$ cat src/rtl/nla_pkg.sv
`timescale 1ns / 1ps
// ----------------------------------------------------------------------------
// nla_pkg
// Shared types and constants for the nearest landmark association block.
// ----------------------------------------------------------------------------
package nla_pkg;

    // fixed field widths
    localparam int KIND_WIDTH = 2;
    localparam int ID_WIDTH   = 16;

    // request kinds
    typedef enum logic [KIND_WIDTH-1:0] {
        KIND_CLEAR  = 2'd0,
        KIND_APPEND = 2'd1,
        KIND_QUERY  = 2'd2
    } kind_t;

    // top level sequencer states
    typedef enum logic [2:0] {
        ST_IDLE,
        ST_SCAN,
        ST_FLUSH1,
        ST_FLUSH2,
        ST_FINISH
    } state_t;

    // per cell control
    typedef struct packed {
        logic load;
        logic shift;
    } cell_ctrl_t;

    // distance unit control
    typedef struct packed {
        logic start;
        logic tap_valid;
    } dist_ctrl_t;

endpackage

$ cat src/rtl/nla_dist.sv
`timescale 1ns / 1ps
// ----------------------------------------------------------------------------
// nla_dist
// Squared distance pipeline at the head of the ring: absolute differences,
// squares, then sum and compare against the running best.
// ----------------------------------------------------------------------------
module nla_dist #(
    parameter int COORD_WIDTH = 24
) (
    input  logic                              clk,
    input  logic                              rst_n,
    input  nla_pkg::dist_ctrl_t               ctrl,
    input  logic [nla_pkg::ID_WIDTH-1:0]      tap_id,
    input  logic signed [COORD_WIDTH-1:0]     tap_x,
    input  logic signed [COORD_WIDTH-1:0]     tap_y,
    input  logic signed [COORD_WIDTH-1:0]     obs_x,
    input  logic signed [COORD_WIDTH-1:0]     obs_y,
    output logic                              found,
    output logic [nla_pkg::ID_WIDTH-1:0]      best_id
);

    localparam int DIFF_W = COORD_WIDTH + 1;
    localparam int SQ_W   = 2 * COORD_WIDTH;
    localparam int SUM_W  = SQ_W + 1;

    logic signed [DIFF_W-1:0]     diff_x;
    logic signed [DIFF_W-1:0]     diff_y;
    logic signed [DIFF_W-1:0]     neg_x;
    logic signed [DIFF_W-1:0]     neg_y;
    logic [COORD_WIDTH-1:0]       abs_x;
    logic [COORD_WIDTH-1:0]       abs_y;
    logic [SUM_W-1:0]             sum;
    logic                         better;

    logic                         s1_valid_reg;
    logic [nla_pkg::ID_WIDTH-1:0] s1_id_reg;
    logic [COORD_WIDTH-1:0]       s1_dx_reg;
    logic [COORD_WIDTH-1:0]       s1_dy_reg;
    logic                         s2_valid_reg;
    logic [nla_pkg::ID_WIDTH-1:0] s2_id_reg;
    logic [SQ_W-1:0]              s2_sx_reg;
    logic [SQ_W-1:0]              s2_sy_reg;
    logic                         have_reg;
    logic [nla_pkg::ID_WIDTH-1:0] best_id_reg;
    logic [SUM_W-1:0]             best_dist_reg;

    // absolute differences, magnitude always fits the coordinate width
    always_comb
    begin
        diff_x = {obs_x[COORD_WIDTH-1], obs_x} - {tap_x[COORD_WIDTH-1], tap_x};
        diff_y = {obs_y[COORD_WIDTH-1], obs_y} - {tap_y[COORD_WIDTH-1], tap_y};
        neg_x  = -diff_x;
        neg_y  = -diff_y;
        abs_x  = diff_x[DIFF_W-1] ? neg_x[COORD_WIDTH-1:0] : diff_x[COORD_WIDTH-1:0];
        abs_y  = diff_y[DIFF_W-1] ? neg_y[COORD_WIDTH-1:0] : diff_y[COORD_WIDTH-1:0];
    end

    // sum of squares and strict less-than against the best so far
    always_comb
    begin
        sum    = {1'b0, s2_sx_reg} + {1'b0, s2_sy_reg};
        better = !have_reg || (sum < best_dist_reg);
    end

    // pipeline valid bits
    always_ff @(posedge clk or negedge rst_n)
    begin
        if (!rst_n)
        begin
            s1_valid_reg <= 1'b0;
            s2_valid_reg <= 1'b0;
        end
        else
        begin
            s1_valid_reg <= ctrl.tap_valid;
            s2_valid_reg <= s1_valid_reg;
        end
    end

    // pipeline payload
    always_ff @(posedge clk)
    begin
        s1_id_reg <= tap_id;
        s1_dx_reg <= abs_x;
        s1_dy_reg <= abs_y;
        s2_id_reg <= s1_id_reg;
        s2_sx_reg <= s1_dx_reg * s1_dx_reg;
        s2_sy_reg <= s1_dy_reg * s1_dy_reg;
    end

    // running best, first entry wins a tie
    always_ff @(posedge clk or negedge rst_n)
    begin
        if (!rst_n)
        begin
            have_reg <= 1'b0;
        end
        else if (ctrl.start)
        begin
            have_reg <= 1'b0;
        end
        else if (s2_valid_reg)
        begin
            have_reg <= 1'b1;
        end
    end

    always_ff @(posedge clk)
    begin
        if (s2_valid_reg && better && !ctrl.start)
        begin
            best_id_reg   <= s2_id_reg;
            best_dist_reg <= sum;
        end
    end

    assign found   = have_reg;
    assign best_id = have_reg ? best_id_reg : '0;

endmodule

$ cat config.mk
export PLATFORM = sky130hd
export DESIGN_NAME = nla_dist
export DESIGN_NICKNAME = d
export VERILOG_FILES = /design/src/rtl/nla_pkg.sv /design/src/rtl/nla_dist.sv
export SDC_FILE = /design/constraint.sdc
export NUM_CORES = 2
export LEC_CHECK = 0
export BUFFER_PORTS_ARGS = -buffer_cell sky130_fd_sc_hd__buf_2
export CORE_MARGIN = 4
export CORE_UTILIZATION = 30
export CTS_CLUSTER_DIAMETER = 200
export CTS_CLUSTER_SIZE = 24
export DETAILED_ROUTE_END_ITERATION = 7
export PLACE_DENSITY = 0.48
export SETUP_SLACK_MARGIN = 0.4
export SYNTH_ARGS = -nofsm -noshare
export SYNTH_HDL_FRONTEND = slang
export SYNTH_SLANG_ARGS = --single-unit
$ cat constraint.sdc
create_clock -name clk -period 8.5 [get_ports clk]
set_input_delay 0 -clock clk [delete_from_list [all_inputs] [get_ports clk]]
set_output_delay 0 -clock clk [all_outputs]
set_load 0.02 [all_outputs]
* Yosys cells after proc, flatten, opt, wreduce, memory -nomap -nowiden
Index checks and enable logic that the tools add are counted.
Word-level totals: bits in registers 244, latch bits 0, bits in writable memories 0, bits in read-only memories 0, input port bits 116, output and inout bits 17, logic and storage cells 30, memories 0
Operators by class: add/sub/neg operators 5, multiply operators 2, divide/modulo/power cells 0, order comparisons 1, eq/ne operators 0, shifts and indexed selects 0, mux-type cells 5, bitwise gates (word level) 0, reduce and logical (&&, ||, !) cells 6
Operators by type and width (number):
- $mul 24x24->48 | 2
- $sub 24x24->25 | 2
- $add 48x48->49 | 1
- $lt 49x49->1 | 1
- $mux 24 | 2
- $neg 24->24 | 2
- $mux 16 | 1
- $logic_and 1x1->1 | 2
- $logic_not 1->1 | 2
- $mux 1 | 2
- $reduce_bool 2->1 | 1
- $logic_or 1x1->1 | 1

* Longest topological paths before layout
depth after elaboration 5, mapped depth 29, gate-level depth less buffers 27

* Worst setup path after synthesis
Ideal clock, no wire load.
path kind register to register, start point reg s2_sx_reg[10], end point reg best_dist_reg[0], enable pin, setup time 0.510 ns, arrival 7.106 ns, data required time 7.990 ns, setup slack 0.885 ns, stages on the path, launching flop included 23, buffers on the path 0, period minus slack after synthesis 7.615 ns, cell sequence dfxtp_1 > ha_1 > a211oi_1 > nor2_1 > o41a_1 > a211o_1 > a41oi_1 > a21oi_1 > o21ai_0 > nand2b_1 > a221o_1 > xor2_1 > ha_1 > a21o_1 > a21o_1 > a21o_1 > a21oi_1 > nor2b_1 > o21ai_0 > nand2b_1 > a21oi_1 > o211ai_1 > a21oi_1
Between the ends: cells in the longest elaborated chain, start to end 5
Ends and longest elaborated chain:
- from (decl) | line nla_dist.sv:41 | logic [SQ_W-1:0] s2_sx_reg;
- from (signal assigned) | line nla_dist.sv:87 | s2_sx_reg <= s1_dx_reg * s1_dx_reg;
- $add 48x48->49 | line nla_dist.sv:61 | sum = {1'b0, s2_sx_reg} + {1'b0, s2_sy_reg};
- net sum[34] | line nla_dist.sv:32 | logic [SUM_W-1:0] sum;
- $lt 49x49->1 | line nla_dist.sv:62 | better = !have_reg || (sum < best_dist_reg);
- $logic_or 1x1->1 | line nla_dist.sv:62
- $logic_and 1x1->1 (2 in a row) | line nla_dist.sv:110 | if (s2_valid_reg && better && !ctrl.start)
- to (signal assigned) | line nla_dist.sv:113 | best_dist_reg <= sum;
- to (decl) | line nla_dist.sv:45 | logic [SUM_W-1:0] best_dist_reg;
The timed path passes the listed nets, and every way through them passes these cells. A chain may end at the register's enable or synchronous reset.

* Worst setup path in the final report
start point reg s1_dy_reg[18], end point reg s2_sy_reg[47]
Between the ends: cells in the longest elaborated chain, start to end 1
Ends and longest elaborated chain:
- from (decl) | line nla_dist.sv:38 | logic [COORD_WIDTH-1:0] s1_dy_reg;
- from (signal assigned) | line nla_dist.sv:85 | s1_dy_reg <= abs_y;
- $mul 24x24->48 | line nla_dist.sv:88 | s2_sy_reg <= s1_dy_reg * s1_dy_reg;
- to (signal assigned) | line nla_dist.sv:88
- to (decl) | line nla_dist.sv:42 | logic [SQ_W-1:0] s2_sy_reg;
No other way between the ends.

==> results.txt <==
----------------------------------------------------
[STA]
  Worst Hold Margin ... 36.33 ps
  Final count of negative-setup-slack endpoints ... 0
  Highest achievable clock rate ... 0.1296 GHz
  Worst-margin pin slew ... 1115 ps
  Total negative slack ... 0 ps
  Slew HR ... 25.45%
  Worst setup margin ... 784.4 ps
  Unrepaired setup endpoints after global routing ... yes
  Time the final worst path needs with I/O delays and setup ... 7716 ps
  Number of pins exceeding their max-slew limit in the final report ... 0
  Final hold viol count ... 0
  Final Skew ... 57.14 ps
  Final worst-path cycle share ... 90.77%

[Route]
  WL/cell ... 14.41 microns
  Total DRC errors in the routed layout ... 0
  Count of antenna-violating nets left after detailed routing ... 0
  First drt pass iteration count ... 7
  Total number of vias ... 31,380
  Iter 0 DRT Violations ... 1,184
  Via density ... 4.469
  Total wire length ... 101.2 mm

[Placement]
  Post-placement setup slack ... 520.4 ps
  Number of I/O port buffers ... 132
  Final weighted congestion in routability-driven placement ... 0.8066
  Total half-perimeter wirelength after legalization and detailed placement ... 87.48 mm

[Setup path]
  Crit path arrival time ... 8200 ps
  Kind of critical path ... flop to flop
  Critical Path Sink Type ... flop
  Max FO, Critical Path ... 15
  Crit start category ... flop
  Required time of the critical path ... 8980 ps

[Synth]
  Summed instance area of the synthesized netlist ... 45,240 sq um
  Number of synthesized flops with an enable pin ... 65
  Register area share after synthesis ... 12.18%
  Post-Synthesis Mean Instance Area ... 9.249 sq um
  Synth async-reset ratio ... 1.240%
  Flip-flop cell with the highest count after synthesis ... sky130_fd_sc_hd__dfxtp_1
  Total of warnings raised by yosys ... 0
  Seq cells post-synth ... 242
  Instance count of the mapped netlist ... 4,891
  Syn Nets ... 6,353
  Number of distinct library cells after synthesis ... 79

[Global routing]
  Wire length of the first global-routing pass ... 173.7 mm
  Maximum number of pins on one net before global-route repair ... 39
  GR Util All Layers ... 13.37%
  Number of antenna violations at the first check in global routing ... 1
  Via count of the first global-routing pass ... 34,722
  Grt ovf ... 0

[Final layout]
  Number of inserted diodes ... 0
  FILL cells ... 15,696
  Most frequent cells in the layout ... 1,306 x sky130_fd_sc_hd__inv_1, 845 x sky130_fd_sc_hd__fa_1, 501 x sky130_fd_sc_hd__ha_1
  Most common cell after layout, fill and taps aside ... sky130_fd_sc_hd__inv_1
  Final net count ... 6,460
  Synthesis-to-finish area growth ... 8.779%
  Flip-flop count of the largest register after layout ... 49
  Fraction of layout instances using a drive strength above 1 ... 5.235%

[Floorplanning]
  Initial standard-cell utilization of the core ... 30.20%
  Vertical extent of the die ... 396.3 microns
  Die Outline Area ... 157,100 sq um
  Number of placement rows ... 142
  Top-level port count ... 133
  Core Box Area ... 149,800 sq um
  Width of the die ... 396.3 microns

[Clock network]
  Source-to-sink clock delay at the later pin of the worst-skew pair ... 550 ps
  Number of H-tree levels ... 1
  Clock-pin slew of the registers on the worst-case setup and hold paths ... 110 ps
  Clock root cell ... sky130_fd_sc_hd__clkbuf_16
  TritonCTS clock tree ... built
  Worst-case clock buffer depth ... 3
  Clock net sink count ... 242
  TritonCTS Buffers ... 15

[Status]
  Status ... completed

[Flow run]
  Count of max-cap constraint violations ... 0

[Hold path]
  Class of the worst hold path ... input port to flop

----------------------------------------------------
## per-layer routing
| layer | vias to the layer above | global-route usage (%) | part of all wire [%] |
|---|---|---|---|
| met5 | - | 0 | 0 |
| met4 | 0 | 1.809 | 1.3 |
| met3 | 63 | 0.9262 | 2.3 |
| met2 | 295 | 24.59 | 52 |
| met1 | 15851 | 17.59 | 45 |
| li1 | 15171 | - | - |
## synth_stat cells, types with 6 or more instances
library cell                instances  area share (%)
sky130_fd_sc_hd__inv_1           1306              11
sky130_fd_sc_hd__fa_1             845              37
sky130_fd_sc_hd__ha_1             501              14
sky130_fd_sc_hd__nand2_1          411             3.4
sky130_fd_sc_hd__and2_1           257             3.6
sky130_fd_sc_hd__dfxtp_1          174             7.7
sky130_fd_sc_hd__a21oi_1          152             1.7
sky130_fd_sc_hd__xnor2_1          150             2.9
sky130_fd_sc_hd__nor2_1           138             1.1
sky130_fd_sc_hd__clkbuf_1         133             1.1
sky130_fd_sc_hd__a21o_1           114             1.9
sky130_fd_sc_hd__o21ai_0           89            0.98
sky130_fd_sc_hd__xor2_1            77             1.5
sky130_fd_sc_hd__edfxtp_1          65             4.3
sky130_fd_sc_hd__nand3_1           49            0.54
sky130_fd_sc_hd__nor2b_1           39            0.54
sky130_fd_sc_hd__nand4_1           32            0.44
sky130_fd_sc_hd__nor3_1            27            0.30
sky130_fd_sc_hd__a31oi_1           23            0.32
sky130_fd_sc_hd__nand2b_1          22            0.30
sky130_fd_sc_hd__o21bai_1          22            0.37
sky130_fd_sc_hd__o31ai_1           18            0.30
sky130_fd_sc_hd__o21a_1            17            0.28
sky130_fd_sc_hd__o211ai_1          16            0.27
sky130_fd_sc_hd__a211oi_1          15            0.25
sky130_fd_sc_hd__and3_1            14            0.19
sky130_fd_sc_hd__a41oi_1           11            0.21
sky130_fd_sc_hd__a21boi_0          10            0.17
sky130_fd_sc_hd__a221oi_1          10            0.19
sky130_fd_sc_hd__or3_1             10            0.14
sky130_fd_sc_hd__or2_2              9            0.12
sky130_fd_sc_hd__a2111oi_0          8            0.15
sky130_fd_sc_hd__a311oi_1           8            0.15
sky130_fd_sc_hd__and4_1             8            0.15
sky130_fd_sc_hd__o2111ai_1          7            0.14
sky130_fd_sc_hd__a211o_1            6            0.12
sky130_fd_sc_hd__mux2i_1            6            0.13
sky130_fd_sc_hd__nand3b_1           6            0.10
sky130_fd_sc_hd__nor4_1             6           0.083
## cell families (layout without fill, tap and decap cells)
logic type,count (synthesis),in the layout,synth area share (%)
buf+inv,1445,1559,12.02
fa+ha+maj,1346,1346,51.25
simple gates,1045,1045,11.37
compound gates,575,575,8.530
flops,242,242,12.18
xor+xnor,227,227,4.395
mux,11,11,0.2572
## final timing paths
check	end	depth (start not counted)	slack, ps	startpoint
max	s2_sy_reg[47]	26	780	s1_dy_reg[18]
min	s1_dx_reg[1]	4	40	tap_x[1]
max reg2reg	s2_sy_reg[47]	26	780	s1_dy_reg[18]
min reg2reg	s2_id_reg[6]	0	320	s1_id_reg[6]
max in group asynchronous	s2_valid_reg	3	8020	rst_n
min in group asynchronous	s1_valid_reg	3	330	rst_n
## cell type report
type	count	area (sq um)	share of cell area [%]
Tap cell	2016	2522	5.126
Inverter	1306	4902	9.962
Timing Repair Buffer	229	1486	3.021
Sequential cell	242	5522	11.22
Multi-Input combinational cell	3204	34320	69.73
Clock inverter	3	62.56	0.1271
Clock buffer	21	397.9	0.8086
## metrics by stage
step                util, %  instance area (sq um)  cells
floorplan                 -                  45240   4891
global placement      32.32                  48400   6965
detailed placement    32.32                  48400   6965
CTS                   32.83                  49170   7020
global route          32.85                  49210   7021
finish                32.85                  49210   7021
## critical path: stages (launching register included)
cell                       delay, ps
sky130_fd_sc_hd__dfxtp_1         590
sky130_fd_sc_hd__buf_4           330
sky130_fd_sc_hd__nand2_1         130
sky130_fd_sc_hd__inv_1           110
sky130_fd_sc_hd__fa_1            430
sky130_fd_sc_hd__fa_1            530
sky130_fd_sc_hd__inv_1            50
sky130_fd_sc_hd__fa_1            510
sky130_fd_sc_hd__inv_1            60
sky130_fd_sc_hd__fa_1            480
sky130_fd_sc_hd__fa_1            510
sky130_fd_sc_hd__fa_1            490
sky130_fd_sc_hd__inv_1            50
sky130_fd_sc_hd__fa_1            470
sky130_fd_sc_hd__inv_1            40
sky130_fd_sc_hd__ha_1            350
sky130_fd_sc_hd__a21oi_1         220
sky130_fd_sc_hd__o21ai_0         170
sky130_fd_sc_hd__a221o_1         370
sky130_fd_sc_hd__a21o_1          190
sky130_fd_sc_hd__a221oi_1        330
sky130_fd_sc_hd__buf_4           190
sky130_fd_sc_hd__o31ai_1         130
sky130_fd_sc_hd__a311oi_1        460
sky130_fd_sc_hd__o21ai_0         160
sky130_fd_sc_hd__a21oi_1         190
sky130_fd_sc_hd__xnor2_1         130
## what timing repair did
| action | 4_1_cts | 5_1_grt |
|---|---|---|
| endpoints found under the setup margin | 0 | 10 |
| hold buffers | 31 | 0 |
| resized for setup | 0 | 14 |
| setup buffers | 0 | 1 |
| hold endpoints to repair | 29 | 0 |
Power is left out: the tool's default activity adds up to more than one toggle a clock period on the data nets, which glitch-free logic cannot reach.
