==> src/rtl/nla_pkg.sv <==
`timescale 1ns / 1ps
// ----------------------------------------------------------------------------
// nla_pkg
// Shared types and constants for the nearest landmark association block.
// ----------------------------------------------------------------------------
package nla_pkg;

    // fixed field widths
    localparam int KIND_WIDTH = 2;
    localparam int ID_WIDTH   = 16;

    // request kinds
    typedef enum logic [KIND_WIDTH-1:0] {
        KIND_CLEAR  = 2'd0,
        KIND_APPEND = 2'd1,
        KIND_QUERY  = 2'd2
    } kind_t;

    // top level sequencer states
    typedef enum logic [2:0] {
        ST_IDLE,
        ST_SCAN,
        ST_FLUSH1,
        ST_FLUSH2,
        ST_FINISH
    } state_t;

    // per cell control
    typedef struct packed {
        logic load;
        logic shift;
    } cell_ctrl_t;

    // distance unit control
    typedef struct packed {
        logic start;
        logic tap_valid;
    } dist_ctrl_t;

endpackage

==> src/rtl/nla_cell.sv <==
`timescale 1ns / 1ps
// ----------------------------------------------------------------------------
// nla_cell
// One landmark slot of the ring: loads on append, passes its entry to the
// neighbouring cell on every scan cycle.
// ----------------------------------------------------------------------------
module nla_cell #(
    parameter int COORD_WIDTH = 24
) (
    input  logic                              clk,
    input  nla_pkg::cell_ctrl_t               ctrl,
    input  logic [nla_pkg::ID_WIDTH-1:0]      load_id,
    input  logic signed [COORD_WIDTH-1:0]     load_x,
    input  logic signed [COORD_WIDTH-1:0]     load_y,
    input  logic [nla_pkg::ID_WIDTH-1:0]      nbr_id,
    input  logic signed [COORD_WIDTH-1:0]     nbr_x,
    input  logic signed [COORD_WIDTH-1:0]     nbr_y,
    output logic [nla_pkg::ID_WIDTH-1:0]      id,
    output logic signed [COORD_WIDTH-1:0]     x,
    output logic signed [COORD_WIDTH-1:0]     y
);

    logic [nla_pkg::ID_WIDTH-1:0]  id_reg;
    logic signed [COORD_WIDTH-1:0] x_reg;
    logic signed [COORD_WIDTH-1:0] y_reg;

    // entry storage, no reset on payload
    always_ff @(posedge clk)
    begin
        if (ctrl.load)
        begin
            id_reg <= load_id;
            x_reg  <= load_x;
            y_reg  <= load_y;
        end
        else if (ctrl.shift)
        begin
            id_reg <= nbr_id;
            x_reg  <= nbr_x;
            y_reg  <= nbr_y;
        end
    end

    assign id = id_reg;
    assign x  = x_reg;
    assign y  = y_reg;

endmodule

==> config.mk <==
export PLATFORM = sky130hd
export DESIGN_NAME = nla_cell
export DESIGN_NICKNAME = d
export VERILOG_FILES = /design/src/rtl/nla_pkg.sv /design/src/rtl/nla_cell.sv
export SDC_FILE = /design/constraint.sdc
export NUM_CORES = 1
export LEC_CHECK = 0
export BUFFER_PORTS_ARGS = -buffer_cell sky130_fd_sc_hd__buf_2
export CAP_MARGIN = 20
export CORE_ASPECT_RATIO = 1.2
export CORE_MARGIN = 4
export CORE_UTILIZATION = 45
export DETAILED_ROUTE_END_ITERATION = 16
export GPL_ROUTABILITY_DRIVEN = 1
export GPL_TIMING_DRIVEN = 0
export HOLD_SLACK_MARGIN = 0.08
export PLACE_DENSITY = 0.88
export SLEW_MARGIN = 15
export SYNTH_ARGS = -nofsm -noshare
export SYNTH_HDL_FRONTEND = slang
export SYNTH_SLANG_ARGS = --single-unit
==> constraint.sdc <==
create_clock -name clk -period 5.25 [get_ports clk]
set_input_delay 0.7875 -clock clk [delete_from_list [all_inputs] [get_ports clk]]
set_output_delay 0.7875 -clock clk [all_outputs]
set_load 0.03 [all_outputs]
* Word-level counts from Yosys, hierarchy flattened
Cells that the tools add are included.
** Cells by class
- Muxes and demuxes :: 6
- Reduce and logical (&&, ||, !) cells :: 1
** Operators with widths (number)
- 24-bit 2-to-1 mux :: 4
- 16-bit 2-to-1 mux :: 2
- 2-bit nonzero test :: 1
** Word-level totals
- Flip-flop bits (word level) :: 64
- Bits of input ports :: 131
- Output and inout bits :: 64
- Logic and storage cells :: 10

* Longest topological paths before layout
Gate-level depths: netlist of the first run.
- Word-level depth :: 2
- Depth in mapped cells :: 3
- Gate-level depth less buffers :: 1

* Least setup slack after synthesis of the first run
OpenSTA, ideal clock, no wires.
- Path kind :: in2reg
- Start :: input port ctrl[1] (netlist name)
- End :: register id_reg (netlist bit id[0]) (enable)
- Library setup time :: 0.426 ns
- Arrival :: 2.536 ns
- Path slack :: 2.288 ns
- Cell stages on the path :: 3
- Cell sequence :: buf_6 buf_6 or2_1
** On the way
- Word-level cells in the longest chain between the ends :: 1
** Ends and longest elaborated chain
- start: declaration :: RTL line nla_cell.sv:11 : input nla_pkg::cell_ctrl_t ctrl,
- 2-bit nonzero test (no source line)
- end signal: assignment :: RTL line nla_cell.sv:32 : id_reg <= load_id;
- end signal: assignment :: RTL line nla_cell.sv:38 : id_reg <= nbr_id;
- end: declaration :: RTL line nla_cell.sv:23 : logic [nla_pkg::ID_WIDTH-1:0] id_reg;
No other way between the ends.
A chain may end at the register's enable or synchronous reset.

* Worst setup path in the final report of the first run
- Start :: input port ctrl[1] (netlist name)
- End :: register x_reg[7] (netlist: x[7]) (enable)
** On the way
- Word-level cells in the longest chain between the ends :: 1
** Ends and longest elaborated chain
- 2-bit nonzero test (no source line)
- end signal: assignment :: RTL line nla_cell.sv:33 : x_reg <= load_x;
- end signal: assignment :: RTL line nla_cell.sv:39 : x_reg <= nbr_x;
- end: declaration :: RTL line nla_cell.sv:24 : logic signed [COORD_WIDTH-1:0] x_reg;
No other way between the ends.

==> results.md, run 1 <==
* 0 — final number of setup-violating endpoints
* 0 — number of warning messages in the yosys log
* 9 — clock buffer count from CTS
* sky130_fd_sc_hd__edfxtp_1, sky130_fd_sc_hd__mux2_4, sky130_fd_sc_hd__mux2_2 — Synth area leaders
* 0 — count of endpoints failing hold in the final timing report
* 0 — Hold-fix buffers, CTS
* 2 — Max Root-Sink Buffers
* input port — crit path launch type
* in2reg — classification of the worst-slack hold path
* 3 — H-tree Lvls
* 5.20 ns — required time worst endpoint
* 0.07 ns — Reg clk slew, reported paths
* 0.00398 mm^2 — placement-stage cell area
* 0 — Maximum Capacitance Violations
* 2.01 nW — leakage power
* 7.20 mm — post-detailed-routing wire length
* 0 — count of buffers added by post-CTS timing repair for setup
* 67.3% — fraction of the core area covered by cells at the end of the flow
* 42.9% — signed area change from the synthesized netlist to the final layout
* 0.137 mV — IR drop worst, VDD
* 96.0 um — die boundary height
* 21.4 um^2 — Avg Inst Size Synth
* 0 — overflow left after global routing
* 322 mW/mm^2 — PwrDens
* 66.1% — sequential area share after synthesis
* 136 — post-synthesis instance total
* 1,987 — number of vias after detailed routing
* 1.90 ns — min Tclk post-route
* built — clock tree from TritonCTS
* 66.1% — top cell type's share of synthesized area
* 1.85 ns — WP data arrival
* 64 — flip-flop and latch count after synthesis
* 64 — number of clock sinks
* 0.846 ns — slew at the pin closest to its max-slew limit
* 47.1% — effective utilization at floorplan
* 0 — total DRC errors in the routed layout
* 0 — number of nets with antenna violations after detailed routing
* 1.34 mW — Power Total
* 0 — initial antenna violation count
* 0.00781 mm^2 — area of the die
* 80.5% — fraction of layout instances using a drive strength above 1
* 195 — Ports
* 5.75 mm — HPWL reported at the end of detailed placement
* 193 — count of buffers inserted at the top-level ports
* sky130_fd_sc_hd__edfxtp_1 — cell type contributing the most total cell area after synthesis
* 0 ns — final-layout setup total negative slack
* 0.00291 mm^2 — area of the mapped netlist
* false — RSZ-0062 raised after global routing
* 4.66 — average vias per placed instance
* 0.00415 mm^2 — final instance area
* 84 — initial DRC count
* 0 — max-slew violation count
* 6 — number of distinct library cells after synthesis
* 526 MHz — maximum frequency from static timing analysis
* 3.35 ns — worst-case setup margin in the final layout
* 0 — post-cts gate resize count
* load_id[15] — hold path startpoint
* 16.9 um — Routed WL per cell
* ctrl[1] — critical path startpoint
* 471 — number of nets in the final layout
* 2.98 ns — worst-case setup slack after placement
* 81.4 um — Die Width
* 0 — number of antenna repair diodes
* 4 — length of the first detailed-routing pass in iterations
* 43.6% — Max-slew headroom
* 64 — largest driver fanout on the critical path
* sky130_fd_sc_hd__clkbuf_8 — clock root buffer
* 0.727 — gp weighted congestion
* register — kind of capture point of the worst setup path
* 31 — number of rows created at floorplan
* 267 — synthesized netlist net count
* completed — outcome
* in2reg — type of the worst setup path
* 17.3% — All-Layer GR Usage
* 2,035 — vias in the first global route
* 36.2% — fraction of the cycle the final worst path needs
* 0.00617 mm^2 — standard cell core area
* 65 — maximum number of pins on one net before global-route repair
* 9.80 mm — first-pass GRT wire length
[final timing paths]
kind	to	slack [ns]	cells past startpoint
setup / recovery	x[7]	3.35	3
hold / removal	id[15]	0.76	2
[critical path, stage by stage]
cell and delay, ns:
sky130_fd_sc_hd__buf_6 0.14, sky130_fd_sc_hd__buf_6 0.19, sky130_fd_sc_hd__or2_4 0.70
[area by class of cell]
cell class / instances / area, um^2
multi-input cells: 65 / 913
fillers: 463 / 2020
flip-flops and latches: 64 / 1920
plain buffers: 7 / 72.6
repair buffers: 193 / 966
clock inverters: 6 / 51.3
well taps: 82 / 103
clock buffers: 9 / 124
[routing by layer]
metal / routed length [um] / global-route usage, %
met1: 2310 / 15.7
met2: 3970 / 34.0
met3: 816 / 5.62
met4: 99 / 7.32
met5: 0 / 0
[Yosys cell counts, drive strengths merged]
| library cell | count |
|---|---|
| buf | 7 |
| edfxtp | 64 |
| mux2 | 64 |
| or2 | 1 |
[stage by stage]
step	hold WS, ns	std cells
after floorplan	1.00	136
after global placement	1.09	411
after CTS	0.743	426
final	0.759	426
after detailed placement	1.09	411
after global routing	0.750	426
[power breakdown]
group	leakage [nW]	total, mW	internal [mW]	switching (mW)
sequential	0.652	0.640	0.628	0.0125
clock	0.0914	0.384	0.210	0.174
combinational	1.26	0.311	0.127	0.184
total	2.01	1.34	0.965	0.371
[placed cells by master (no fill, tap or decap), drive strengths merged]
cell type,synthesis,layout
mux2,64,64
buf,7,200
or2,1,1
clkinv,0,5
edfxtp,64,64
bufinv,0,1
clkbuf,0,9
[cell families (layout without fill, tap and decap cells)]
group | after synthesis | count (layout) | synth area share (%)
multiplexers | 64 | 64 | 31.1
AND/OR/NAND/NOR | 1 | 1 | 0.215
flip-flops | 64 | 64 | 66.1
buffers and inverters | 7 | 215 | 2.50
Note: power is estimated with default switching activity, not from simulation.
==> run 2, diff against run 1 <==
Settings changed: ABC_AREA set to 1, CORE_UTILIZATION 45 to 41, PLACE_DENSITY 0.88 to 0.82.
Clock period 5.25 ns to 1.99 ns, I/O delays scaled along.
==> results.md, run 2 <==
* 0.00649 mm^2 — standard cell core area
* ctrl[1] — critical path startpoint
* 0.870 — gp weighted congestion
* 0 — max-slew violation count
* 0 — Maximum Capacitance Violations
* 402 — synthesized netlist net count
* 126 — initial DRC count
* sky130_fd_sc_hd__nand2_1 — most frequent cell after synthesis
* 271 — post-synthesis instance total
* sky130_fd_sc_hd__edfxtp_1 — Synth Flop Type
* 1 — initial antenna violation count
* 0.242 ns — Hold WS
* y[14] — worst setup path end
* 2.16 nW — leakage power
* 4 — length of the first detailed-routing pass in iterations
* 0 — Hold-fix buffers, CTS
* 12.8 um — Routed WL per cell
* 42.5% — effective utilization at floorplan
* 97.8 um — die boundary height
* sky130_fd_sc_hd__buf_2, sky130_fd_sc_hd__nand2_1, sky130_fd_sc_hd__edfxtp_1 — highest-count cells in the layout ignoring fill and taps
* 0 — number of warning messages in the yosys log
* 6 — number of distinct library cells after synthesis
* 4.41 — average vias per placed instance
* sky130_fd_sc_hd__clkbuf_8 — clock root buffer
* 7.25 mm — post-detailed-routing wire length
* 2 — Max Root-Sink Buffers
* 0 — overflow left after global routing
* 1.31 ns — WP data arrival
* 0 — number of antenna repair diodes
* 17.1% — All-Layer GR Usage
* 195 — Ports
* 64 — flip-flop and latch count after synthesis
* 64 — largest driver fanout on the critical path
* 0 — final number of setup-violating endpoints
* 64 — EDFF count, synth
* built — clock tree from TritonCTS
* 2,494 — number of vias after detailed routing
* 11.1 mm — first-pass GRT wire length
* 0.00276 mm^2 — area of the mapped netlist
* 82.8 um — Die Width
* 45.7% — signed area change from the synthesized netlist to the final layout
* 0.270 ns — worst-case setup slack after placement
* 1.93 ns — required time worst endpoint
* 32 — number of rows created at floorplan
* completed — outcome
* 0 — number of nets with antenna violations after detailed routing
* 3 — H-tree Lvls
* 0 — count of endpoints failing hold in the final timing report
* 194 — count of buffers inserted at the top-level ports
* 0 ns — final-layout setup total negative slack
* 10.2 um^2 — Avg Inst Size Synth
* input port — crit path launch type
* 0.07 ns — Reg clk slew, reported paths
* 64 — number of clock sinks
* 0.855 ns — slew at the pin closest to its max-slew limit
* sky130_fd_sc_hd__nand2_1, sky130_fd_sc_hd__edfxtp_1, sky130_fd_sc_hd__buf_2 — leading cell types by count after synthesis
* sky130_fd_sc_hd__edfxtp_1 — cell type contributing the most total cell area after synthesis
* in2reg — classification of the worst-slack hold path
* register — kind of capture point of the worst setup path
* 0.00810 mm^2 — area of the die
* 0.631 mV — IR drop worst, VDD
* 729 MHz — maximum frequency from static timing analysis
* 0 — post-cts gate resize count
* sky130_fd_sc_hd__edfxtp_1, sky130_fd_sc_hd__nand2_1, sky130_fd_sc_hd__buf_6 — Synth area leaders
* sky130_fd_sc_hd__buf_2 — most common cell after layout, fill and taps aside
* 0% — proportion of synthesized flip-flops having asynchronous set or reset
* 865 mW/mm^2 — PwrDens
* in2reg — type of the worst setup path
* 69.0% — fraction of the cycle the final worst path needs
* false — RSZ-0062 raised after global routing
* 0.618 ns — worst-case setup margin in the final layout
* 5.63 mm — HPWL reported at the end of detailed placement
* 607 — number of nets in the final layout
* 9 — clock buffer count from CTS
* 556 — count of fill cells added during filler insertion
* 69.8% — sequential area share after synthesis
* 69.8% — top cell type's share of synthesized area
* 0 — total DRC errors in the routed layout
* 2,404 — vias in the first global route
* 45.9% — fraction of layout instances using a drive strength above 1
* 65 — maximum number of pins on one net before global-route repair
* 43.0% — Max-slew headroom
* 0 — count of buffers added by post-CTS timing repair for setup
* 1.37 ns — min Tclk post-route
run 2: per-stage QoR:
| step | std cells | power [mW] | utilization, % | instance area [um^2] |
|---|---|---|---|---|
| 6_report | 566 | 3.47 | 61.9 | 4010 |
| 5_1_grt | 566 | 3.65 | 61.9 | 4010 |
| 4_1_cts | 566 | 3.51 | 61.9 | 4010 |
| 3_5_place_dp | 550 | 2.49 | 59.1 | 3830 |
| 3_3_place_gp | 550 | 2.47 | 59.1 | 3830 |
| 2_1_floorplan | 271 | 2.18 | - | 2760 |
run 2: per-layer routing:
layer,GRT usage (%),vias to the layer above,part of all wire (%)
met4,5.91,2,1.6
met5,0,-,0.097
li1,-,1279,-
met2,30.9,120,51
met3,6.58,13,9.1
met1,18.2,1080,38
run 2: layout make-up:
type | instances | area [um^2] | area share [%]
flip-flops and latches | 64 | 1920 | 47.9
repair buffers | 194 | 971 | 24.2
multi-input cells | 193 | 729 | 18.2
clock buffers | 11 | 131 | 3.27
well taps | 85 | 106 | 2.65
plain buffers | 13 | 103 | 2.56
clock inverters | 5 | 47.5 | 1.18
inverters | 1 | 3.75 | 0.0935
run 2: how the worst min path moves through the flow:
stage	startpoint	to	slack (ns)	cells after the start
after floorplan	nbr_id[0]	id[0]	0.48	2
after global placement	nbr_id[7]	id[7]	0.56	3
after detailed placement	nbr_y[8]	y[8]	0.56	3
after CTS	nbr_id[7]	id[7]	0.22	3
after global routing	nbr_id[7]	id[7]	0.21	3
final	nbr_x[16]	x[16]	0.24	3
run 2: critical path, stage by stage:
cell and delay (ns):
sky130_fd_sc_hd__buf_2 0.11, sky130_fd_sc_hd__buf_6 0.16, sky130_fd_sc_hd__or2_4 0.69
run 2: power by group:
part / switching [mW] / leakage [nW] / internal, mW / total (mW)
clock network: 0.454 / 0.0922 / 0.567 / 1.02
registers: 0.0332 / 0.659 / 1.66 / 1.69
logic: 0.516 / 1.40 / 0.247 / 0.763
run 2: cells by family (layout without fill, tap and decap cells):
| family | count (synthesis) | after routing | synth area share [%] |
|---|---|---|---|
| flops | 64 | 64 | 69.8 |
| buf+inv | 14 | 224 | 3.86 |
| simple gates | 193 | 193 | 26.4 |
==> run 3, diff against run 2 <==
Settings changed: CORE_UTILIZATION 41 to 37, PLACE_DENSITY 0.82 to 0.78.
Clock period 1.99 ns to 1.2 ns, I/O delays scaled along.
==> results.md, run 3 (synthesized netlist as in run 2, its figures left out) <==
* 0 — count of buffers added by post-CTS timing repair for setup
* 5.71 mm — HPWL reported at the end of detailed placement
* 572 — Layout Cells excl Fill
* output pin — kind of capture point of the worst setup path
* 1.67 mW — Net Switching
* 103 um — die boundary height
* 0.753 — gp weighted congestion
* false — RSZ-0062 raised after global routing
* 194 — count of buffers inserted at the top-level ports
* 29.0% — Sw Share
* 0 — number of nets with antenna violations after detailed routing
* 10.7 mm — first-pass GRT wire length
* 2 — Max Root-Sink Buffers
* register — crit path launch type
* reg2out — type of the worst setup path
* 0.00385 mm^2 — placement-stage cell area
* 46.1% — fraction of layout instances using a drive strength above 1
* 0.111 ns — worst-case setup margin in the final layout
* 46.5% — signed area change from the synthesized netlist to the final layout
* 86.8 um — Die Width
* 22.1% — combinational group share of total power
* 49 — initial DRC count
* 0.39 ns — peak per-stage delay on the critical path
* 608 — number of nets in the final layout
* 0.115 ns — Hold WS
* 0 — overflow left after global routing
* 0.942 mV — IR drop worst, VDD
* in2reg — classification of the worst-slack hold path
* sky130_fd_sc_hd__buf_2 — most common cell after layout, fill and taps aside
* built — clock tree from TritonCTS
* -0.381 ns — worst-case setup slack after placement
* 69.0% — Max-slew headroom
* 195 — Ports
* sky130_fd_sc_hd__buf_2, sky130_fd_sc_hd__nand2_1, sky130_fd_sc_hd__edfxtp_1 — highest-count cells in the layout ignoring fill and taps
* 0 — total DRC errors in the routed layout
* 1 — WP buf/inv
* 0 — final number of setup-violating endpoints
* 2,284 — vias in the first global route
* flip-flops — CP top delay family
* 0.00404 mm^2 — final instance area
* 4.10 mW — Power Internal
* 3 — H-tree Lvls
* 0.91 ns — WP data arrival
* 64 — number of clock sinks
* 38.1% — effective utilization at floorplan
* 7.29 mm — post-detailed-routing wire length
* 9 — clock buffer count from CTS
* 0 — initial antenna violation count
* 12.7 um — Routed WL per cell
* 1.02 ns — required time worst endpoint
* 0.00890 mm^2 — area of the die
* 0 — max-slew violation count
* 0 — Maximum Capacitance Violations
* 48.5% — part of the power in registers
* 34 — number of rows created at floorplan
* completed — outcome
* 29.4% — clock share of power
* 15.9% — All-Layer GR Usage
* 4 — length of the first detailed-routing pass in iterations
* 33 — maximum number of pins on one net before global-route repair
* 555 — number of instances in the placed design
* 0.07 ns — Reg clk slew, reported paths
* 0.465 ns — slew at the pin closest to its max-slew limit
* sky130_fd_sc_hd__edfxtp_1 — slowest stage cell on the critical path
* 2,480 — number of vias after detailed routing
* 0 — number of antenna repair diodes
* sky130_fd_sc_hd__clkbuf_8 — clock root buffer
* 2.16 nW — leakage power
* buf_2 — critical path cell sequence
* 918 MHz — maximum frequency from static timing analysis
* 0 — count of endpoints failing hold in the final timing report
* 1.09 ns — min Tclk post-route
* 90.7% — fraction of the cycle the final worst path needs
* 4.34 — average vias per placed instance
* 1 — largest driver fanout on the critical path
* 55.8% — fraction of the core area covered by cells at the end of the flow
* 1430 mW/mm^2 — PwrDens
* 0.00723 mm^2 — standard cell core area
## run 3: cell types whose count changed in the layout (fill, tap and decap cells not counted)
cell,before,now
sky130_fd_sc_hd__buf_12,0,1
sky130_fd_sc_hd__buf_6,6,5
sky130_fd_sc_hd__or2_4,1,2
## run 3: timing repair
item | in CTS | in global routing
cloned | 1 | 0
setup endpoints to repair | 64 | 32
resized for setup | 0 | 1
pin swaps | 1 | 0
hold buffers | 0 | 0
## run 3: area by class of cell
cell class | count | area (um^2)
timing repair buffer | 194 | 971
tap | 90 | 113
inverter | 1 | 3.75
sequential | 64 | 1920
clock inverter | 5 | 47.5
multi-input combinational | 194 | 738
fill | 644 | 3190
clock buffer | 11 | 131
buffer | 13 | 111
## run 3: power by group through the flow
stage / sequential (mW) / clock (mW) / combinational, mW
2_1_floorplan: 3.37 / 0 / 0.252
3_3_place_gp: 2.84 / 0 / 1.27
3_5_place_dp: 2.85 / 0 / 1.29
4_1_cts: 2.80 / 1.75 / 1.29
5_1_grt: 2.82 / 1.84 / 1.38
6_report: 2.80 / 1.70 / 1.28
## run 3: metrics by stage
stage	setup TNS [ns]	power, mW
floorplan	0	3.63
global placement	-23.39	4.10
detailed placement	-24.20	4.14
CTS	0	5.84
global route	0	6.04
finish	0	5.77
## run 3: final timing paths
check             startpoint  endpoint  cells past startpoint
setup / recovery        x[0]      x[0]                      1
hold / removal      nbr_x[2]      x[2]                      3
## run 3: layer usage
metal	vias up	part of all wire (%)	track usage (%)
met4	0	0.86	5.76
met1	1079	37	17.2
li1	1279	-	-
met2	115	53	28.9
met5	-	0	0
met3	7	8.8	5.12
